File: config.mk
export PLATFORM = sky130hd
export DESIGN_NAME = rsxb_accum
export DESIGN_NICKNAME = d
export VERILOG_FILES = /design/src/design/rsxb_pkg.sv /design/src/design/rsxb_accum.sv
export SDC_FILE = /design/constraint.sdc
export NUM_CORES = 1
export LEC_CHECK = 0
export ABC_AREA = 1
export BUFFER_PORTS_ARGS = -buffer_cell sky130_fd_sc_hd__buf_2
export CAP_MARGIN = 20
export CORE_ASPECT_RATIO = 1.25
export CORE_MARGIN = 2
export CORE_UTILIZATION = 35
export DETAILED_ROUTE_END_ITERATION = 8
export GPL_TIMING_DRIVEN = 0
export MAX_ROUTING_LAYER = met4
export PLACE_DENSITY_LB_ADDON = 0.3
export SYNTH_ARGS = -nofsm -noshare
export SYNTH_HDL_FRONTEND = slang
export SYNTH_SLANG_ARGS = --single-unit
export TNS_END_PERCENT = 50
File: constraint.sdc
create_clock -name clk -period 22.8 [get_ports clk]
set_clock_uncertainty 0.2 [all_clocks]
set_input_delay 5.7 -clock clk [delete_from_list [all_inputs] [get_ports clk]]
set_output_delay 5.7 -clock clk [all_outputs]
set_load 0.05 [all_outputs]
File: src/design/rsxb_pkg.sv
// Shared types and constants for the ROM sum, XOR and balance checker.
package rsxb_pkg;

  localparam int CFG_AW      = 20;
  localparam int TARGET_W    = 16;
  localparam int CMP_W       = 32;
  localparam int PADDR_W     = 5;
  localparam int PDATA_W     = 32;

  localparam logic [CFG_AW-1:0]   CHECK_ADDR_RST   = 20'h08100;
  localparam logic [CFG_AW-1:0]   START_ADDR_RST   = 20'h04000;
  localparam logic [CFG_AW-1:0]   SKIP_ADDR_RST    = 20'h08100;
  localparam logic [CFG_AW-1:0]   BALANCE_ADDR_RST = 20'h7fffa;
  localparam logic [TARGET_W-1:0] TARGET_RST       = 16'h5aa5;

  typedef enum logic [2:0] {
    REG_CHECK_ADDR   = 3'd0,
    REG_START_ADDR   = 3'd1,
    REG_SKIP_ADDR    = 3'd2,
    REG_BALANCE_ADDR = 3'd3,
    REG_TARGET       = 3'd4
  } reg_idx_t;

  typedef struct packed {
    logic [CFG_AW-1:0]   check_addr;
    logic [CFG_AW-1:0]   start_addr;
    logic [CFG_AW-1:0]   skip_addr;
    logic [CFG_AW-1:0]   balance_addr;
    logic [TARGET_W-1:0] target;
  } cfg_t;

  typedef struct packed {
    logic [7:0]  sum_computed;
    logic [7:0]  xor_computed;
    logic [7:0]  sum_stored;
    logic [7:0]  xor_stored;
    logic [15:0] word_sum;
    logic [15:0] balance_stored;
    logic [15:0] balance_fixed;
    logic        sum_bad;
    logic        xor_bad;
    logic        word_bad;
  } result_t;

endpackage

File: src/design/rsxb_accum.sv
// Per-image accumulators: byte sum, byte XOR, word sum and captured check values.
module rsxb_accum #(
  parameter int ADDR_BITS = 20
) (
  input  logic               clk,
  input  logic               rst_n,
  input  logic               step,
  input  logic [7:0]         rom_byte,
  input  logic               last_byte,
  input  rsxb_pkg::cfg_t     cfg,
  output rsxb_pkg::result_t  result
);
  import rsxb_pkg::*;

  localparam logic [CMP_W-1:0] AMASK = CMP_W'((64'd1 << ADDR_BITS) - 64'd1);
  localparam logic [CMP_W-1:0] ALIGN = ~CMP_W'(3);

  logic [ADDR_BITS-1:0] byte_index_r;
  logic [7:0]           sum_acc_r,  sum_acc_nxt;
  logic [7:0]           xor_acc_r,  xor_acc_nxt;
  logic [15:0]          word_acc_r, word_acc_nxt;
  logic [7:0]           half_hi_r,  half_hi_nxt;
  logic [7:0]           sum_seen_r, sum_seen_nxt;
  logic [7:0]           xor_seen_r, xor_seen_nxt;
  logic [15:0]          bal_seen_r, bal_seen_nxt;

  logic [CMP_W-1:0] a, chk0, chk1, bal0, bal1, wbase, start_al, skip_al;
  logic             in_words;

  assign a        = CMP_W'(byte_index_r);
  assign chk0     = CMP_W'(cfg.check_addr);
  assign chk1     = (chk0 + CMP_W'(1)) & AMASK;
  assign bal0     = CMP_W'(cfg.balance_addr);
  assign bal1     = (bal0 + CMP_W'(1)) & AMASK;
  assign wbase    = a & ALIGN;
  assign start_al = CMP_W'(cfg.start_addr) & ALIGN;
  assign skip_al  = CMP_W'(cfg.skip_addr) & ALIGN;
  assign in_words = (wbase >= start_al) && (wbase != skip_al);

  always_comb begin
    sum_acc_nxt  = sum_acc_r;
    xor_acc_nxt  = xor_acc_r;
    word_acc_nxt = word_acc_r;
    half_hi_nxt  = half_hi_r;
    sum_seen_nxt = sum_seen_r;
    xor_seen_nxt = xor_seen_r;
    bal_seen_nxt = bal_seen_r;
    if (a != chk0 && a != chk1) begin
      sum_acc_nxt = sum_acc_r + rom_byte;
      xor_acc_nxt = xor_acc_r ^ rom_byte;
    end
    if (a == chk0) sum_seen_nxt = rom_byte;
    if (a == chk1) xor_seen_nxt = rom_byte;
    if (a == bal0) bal_seen_nxt[15:8] = rom_byte;
    if (a == bal1) bal_seen_nxt[7:0] = rom_byte;
    if (in_words) begin
      if (a[1:0] == 2'd2) half_hi_nxt = rom_byte;
      if (a[1:0] == 2'd3) word_acc_nxt = word_acc_r + {half_hi_r, rom_byte};
    end
  end

  always_comb begin
    result.sum_computed   = sum_acc_nxt;
    result.xor_computed   = xor_acc_nxt;
    result.sum_stored     = sum_seen_nxt;
    result.xor_stored     = xor_seen_nxt;
    result.word_sum       = word_acc_nxt;
    result.balance_stored = bal_seen_nxt;
    result.balance_fixed  = bal_seen_nxt + cfg.target - word_acc_nxt;
    result.sum_bad        = sum_acc_nxt != sum_seen_nxt;
    result.xor_bad        = xor_acc_nxt != xor_seen_nxt;
    result.word_bad       = word_acc_nxt != cfg.target;
  end

  always_ff @(posedge clk) begin
    if (!rst_n || (step && last_byte)) begin
      byte_index_r <= '0;
      sum_acc_r    <= '0;
      xor_acc_r    <= '0;
      word_acc_r   <= '0;
      half_hi_r    <= '0;
      sum_seen_r   <= '0;
      xor_seen_r   <= '0;
      bal_seen_r   <= '0;
    end else if (step) begin
      byte_index_r <= byte_index_r + ADDR_BITS'(1);
      sum_acc_r    <= sum_acc_nxt;
      xor_acc_r    <= xor_acc_nxt;
      word_acc_r   <= word_acc_nxt;
      half_hi_r    <= half_hi_nxt;
      sum_seen_r   <= sum_seen_nxt;
      xor_seen_r   <= xor_seen_nxt;
      bal_seen_r   <= bal_seen_nxt;
    end
  end

endmodule

======== Word level (Yosys, flattened, before mapping) ========
Index checks and enable logic that the tools add are counted.
operators by class
  add/sub/neg operators ................... 7
  magnitude comparators ................... 1
  equal/unequal tests ..................... 12
  multiplexer cells ....................... 8
  bitwise operators ....................... 1
  reduce and logical (&&, ||, !) cells .... 6
operator list
  operator                 number
  $eq A20 B20 Y1           4
  $add A20 B1 Y20 const B  3
  $mux W8                  6
  $ne A20 B20 Y1           2
  $add A16 B16 Y16         2
  $mux W16                 2
  $ge A20 B20 Y1           1
  $ne A18 B18 Y1           1
  $ne A16 B16 Y1           1
  $ne A8 B8 Y1             2
  $sub A16 B16 Y16         1
  $add A8 B8 Y8            1
  $xor A8 B8 Y8            1
  $eq A2 B2 Y1 const B     2
  $logic_and A1 B1 Y1      3
  $reduce_and A3 Y1        1
  $logic_not A1 Y1         1
  $logic_or A1 B1 Y1       1
storage, ports and cells
  flip-flop bits (word level) ............. 92
  input bits .............................. 108
  output and inout port bits .............. 83
  word-level logic and storage cells ...... 43

======== Longest topological paths before layout ========
  depth in word-level cells ............... 5
  depth in mapped cells ................... 30
  gate-level depth less buffers ........... 29

======== Worst setup path after synthesis ========
Ideal clock, no wire load.
  path type ............................... input-to-output
  start point ............................. in cfg[75] (netlist name)
  end point ............................... out result[15] (netlist name)
  arrival ................................. 10,498 ps
  data required time ...................... 16,900 ps
  path slack .............................. 6,402 ps
  stages on the path ...................... 22
  buffers on the path ..................... 0
  cells stage by stage .................... inv_1 ha_1 nand2_1 inv_1 nand2_1 nor3_1 o2111ai_1 nand4_1 nand3_1 o21ai_0 ha_1 inv_1 ha_1 fa_1 nand3_1 nand2_1 nand2_1 o211ai_1 a21o_1 a21oi_1 o21ai_0 xor2_1
RTL lines
  what                RTL line          text
  start: declaration  rsxb_accum.sv:10  input rsxb_pkg::cfg_t cfg,
  end: declaration    rsxb_accum.sv:11  output rsxb_pkg::result_t result

==> flow_summary.yaml <==
floorplanning:
  start_util: 0.357
  core_area_mm2: 0.0268
  num_rows: 67
  die_area_mm2: 0.0287
  die_w_um: 152
  num_io_pins: 191
  die_h_um: 189
worst_setup_path:
  critPathKind: "in2out"
  path_buf_inv: 4
  cpPeakStageDelay_ps: 460
  cp_slowest_cell: "nor2_1"
  crit_family: "simple AND/OR/NAND/NOR gates"
  cp_common_cell: "nand2_1"
  cp_max_fo: 9
  arrival_ps: 10700
  critPathLaunchType: "input port"
  required_ps: 16900
  crit_path_end_kind: "primary output"
pwr:
  peakVddDrop_mv: 0.0498
  power_w: 0.000597
  p_leak_nw: 6.10
  powerDensity_mw_per_mm2: 53.0
grt:
  antenna_found_initial: 1
  grt_usage: 0.238
  grt_pass1_vias: 9922
  grt_overflow: 0
  grt_max_degree: 16
  grt_pass1_wl_mm: 52.4
cts:
  post_cts_resized: 0
  cts_tree: "yes"
  cts.htree.levels: 3
  postCtsSetupBuffers: 0
  clk_path_buf_depth: 2
  cts-root-buf: "clkbuf_16"
  holdBufCountCts: 0
  clkTransAtPathRegs_ps: 70
  clkSinkCount: 92
  cts_inserted_buffers: 9
  clk-insertion-delay-late_ps: 360
sta:
  hold_slack_ps: 252
  worst_pin_slew_ps: 896
  timing.fmax_mhz: 60.3
  timing.setup.tns_ps: 0
  maxSlewViolCount: 0
  hold_viol_final: 0
  layout_min_cycle_time_ps: 16600
  rsz0062_at_grt: "no"
  finalSetupViolations: 0
  maxSlewHeadroom: 0.397
  timing.final.crit_share: 0.728
drt:
  vias_per_cell: 5.03
  drtIter0Drc: 503
  routed_wl_mm: 34.1
  postRouteAntennaNets: 0
  wl_per_cell_um: 16.4
  drtPass1Iterations: 4
  drc: 0
  vias: 10400
cells_and_area:
  final_common_cell: "nand2_1"
  nets: 1920
  layout-drive-gt1-share: 0.148
  instances_no_fill: 2079
  final_cell_mix: "nand2_1 (351), inv_1 (263), buf_2 (199)"
  area_growth_pct: 17.6
placed_design:
  dp.cells: 2062
  place.port_buffers: 185
  place_congestion: 0.933
  detailed_place_hpwl_mm: 27.2
synthesis:
  syn_area_per_cell_um2: 6.25
  synth_seq_cells: 92
  synth_edf_count: 0
  synth_area_mm2: 0.00957
  synthCells: 1532
  syn-num-nets: 1724
  yosysWarningCount: 0
  ys.flop_type: "dfxtp_1"
  synth.distinct_cells: 45
  synth_seq_area_share: 0.192
  async_flop_share: 0
run:
  cap_violations: 0
run_status:
  status: "completed"
min_path:
  hp-class: "reg2reg"
==> synthesized netlist by cell type, types with 2 or more instances <==
library cell  count  area share
nor2_1           94       0.037
inv_1           263        0.10
a211oi_1          3      0.0024
nor2_8            2      0.0042
o211ai_1          6      0.0047
nor2_4            5      0.0059
a31oi_1           4      0.0026
nand3b_1         17       0.013
nor3_1           22       0.012
buf_6             2      0.0024
nor4_1            8      0.0052
xor2_1           64       0.059
nand2_1         351        0.14
a21oi_1         114       0.060
or2_2             8      0.0052
dfxtp_1          92        0.19
nand3_1         113       0.059
o21a_1            5      0.0039
clkinv_1          5      0.0020
nor3b_1           2      0.0016
ha_1             74       0.097
nand2_8           2      0.0042
buf_1             2     0.00078
nand3_2           2      0.0021
o2111ai_1         3      0.0027
fa_1             10       0.021
buf_2            14      0.0073
clkbuf_1         31       0.012
nand2_2          11      0.0072
o21ai_0         110       0.058
a21boi_0          3      0.0024
xnor2_1          47       0.043
nor2_2            5      0.0033
o21ai_1           3      0.0016
nand4_1          19       0.012
a21o_1            7      0.0055
==> report_power, final <==
group          total [W]  internal, W  switching (W)
sequential      0.000172     0.000167     0.00000481
clock           0.000169    0.0000992      0.0000703
combinational   0.000255    0.0000722       0.000183
==> final cells by class <==
cell class / instances / area (um^2)
clock buffers: 10 / 239
clock inverters: 6 / 87.6
multi-input cells: 1121 / 6490
plain buffers: 50 / 221
well taps: 345 / 432
fillers: 2944 / 15600
diodes: 1 / 2.50
repair buffers: 185 / 926
inverters: 269 / 1010
flip-flops and latches: 92 / 1840
==> worst register-to-register path, delay by kind of cell (launching register included) <==
kind / cells / cell delay (ps)
buf+inv: 2 / 340
flops: 1 / 450
fa+ha+maj: 1 / 370
compound gates: 3 / 1020
simple gates: 6 / 1010
==> kinds of logic (layout without fill, tap and decap cells) <==
family	Yosys count	count (layout)	synth area share
muxes	1	1	0.00105
buffers and inverters	319	520	0.129
other	0	1	0
adders and majority gates	84	84	0.118
xor gates and xnor gates	111	111	0.102
AOI/OAI and AO/OA	261	261	0.145
and+or+nand+nor	664	664	0.313
DFF	92	92	0.192
==> per-layer routing <==
metal	up-vias	global-route usage	wire length, um
li1	5285	-	-
met1	4740	0.273	14200
met2	358	0.418	16800
met3	65	0.0320	1960
met4	0	0.0996	1220
met5	-	-	0
==> sequential cells by signal, indices dropped and copies added (netlist names) <==
signal        cells
bal_seen_r       16
byte_index_r     20
half_hi_r         8
sum_acc_r         8
sum_seen_r        8
word_acc_r       16
xor_acc_r         8
xor_seen_r        8
==> worst paths after layout <==
check | from | endpoint | slack, ps | cells after the start
setup / recovery | cfg[16] | result[14] | 6200 | 29
setup reg to reg | byte_index_r[19] | word_acc_r[14] | 19270 | 12
hold / removal | half_hi_r[6] | half_hi_r[6] | 250 | 2
hold reg to reg | half_hi_r[6] | half_hi_r[6] | 250 | 2
==> through the flow <==
| step | utilization | cell area [um^2] | worst slack, ps |
|---|---|---|---|
| CTS | 0.419 | 11300 | 6180 |
| global placement | 0.407 | 10900 | 6270 |
| detailed placement | 0.407 | 10900 | 6170 |
| global route | 0.420 | 11300 | 5480 |
| finish | 0.420 | 11300 | 6200 |
| floorplan | - | 9570 | 6400 |
No activity file was read; power rests on OpenSTA's default activity.
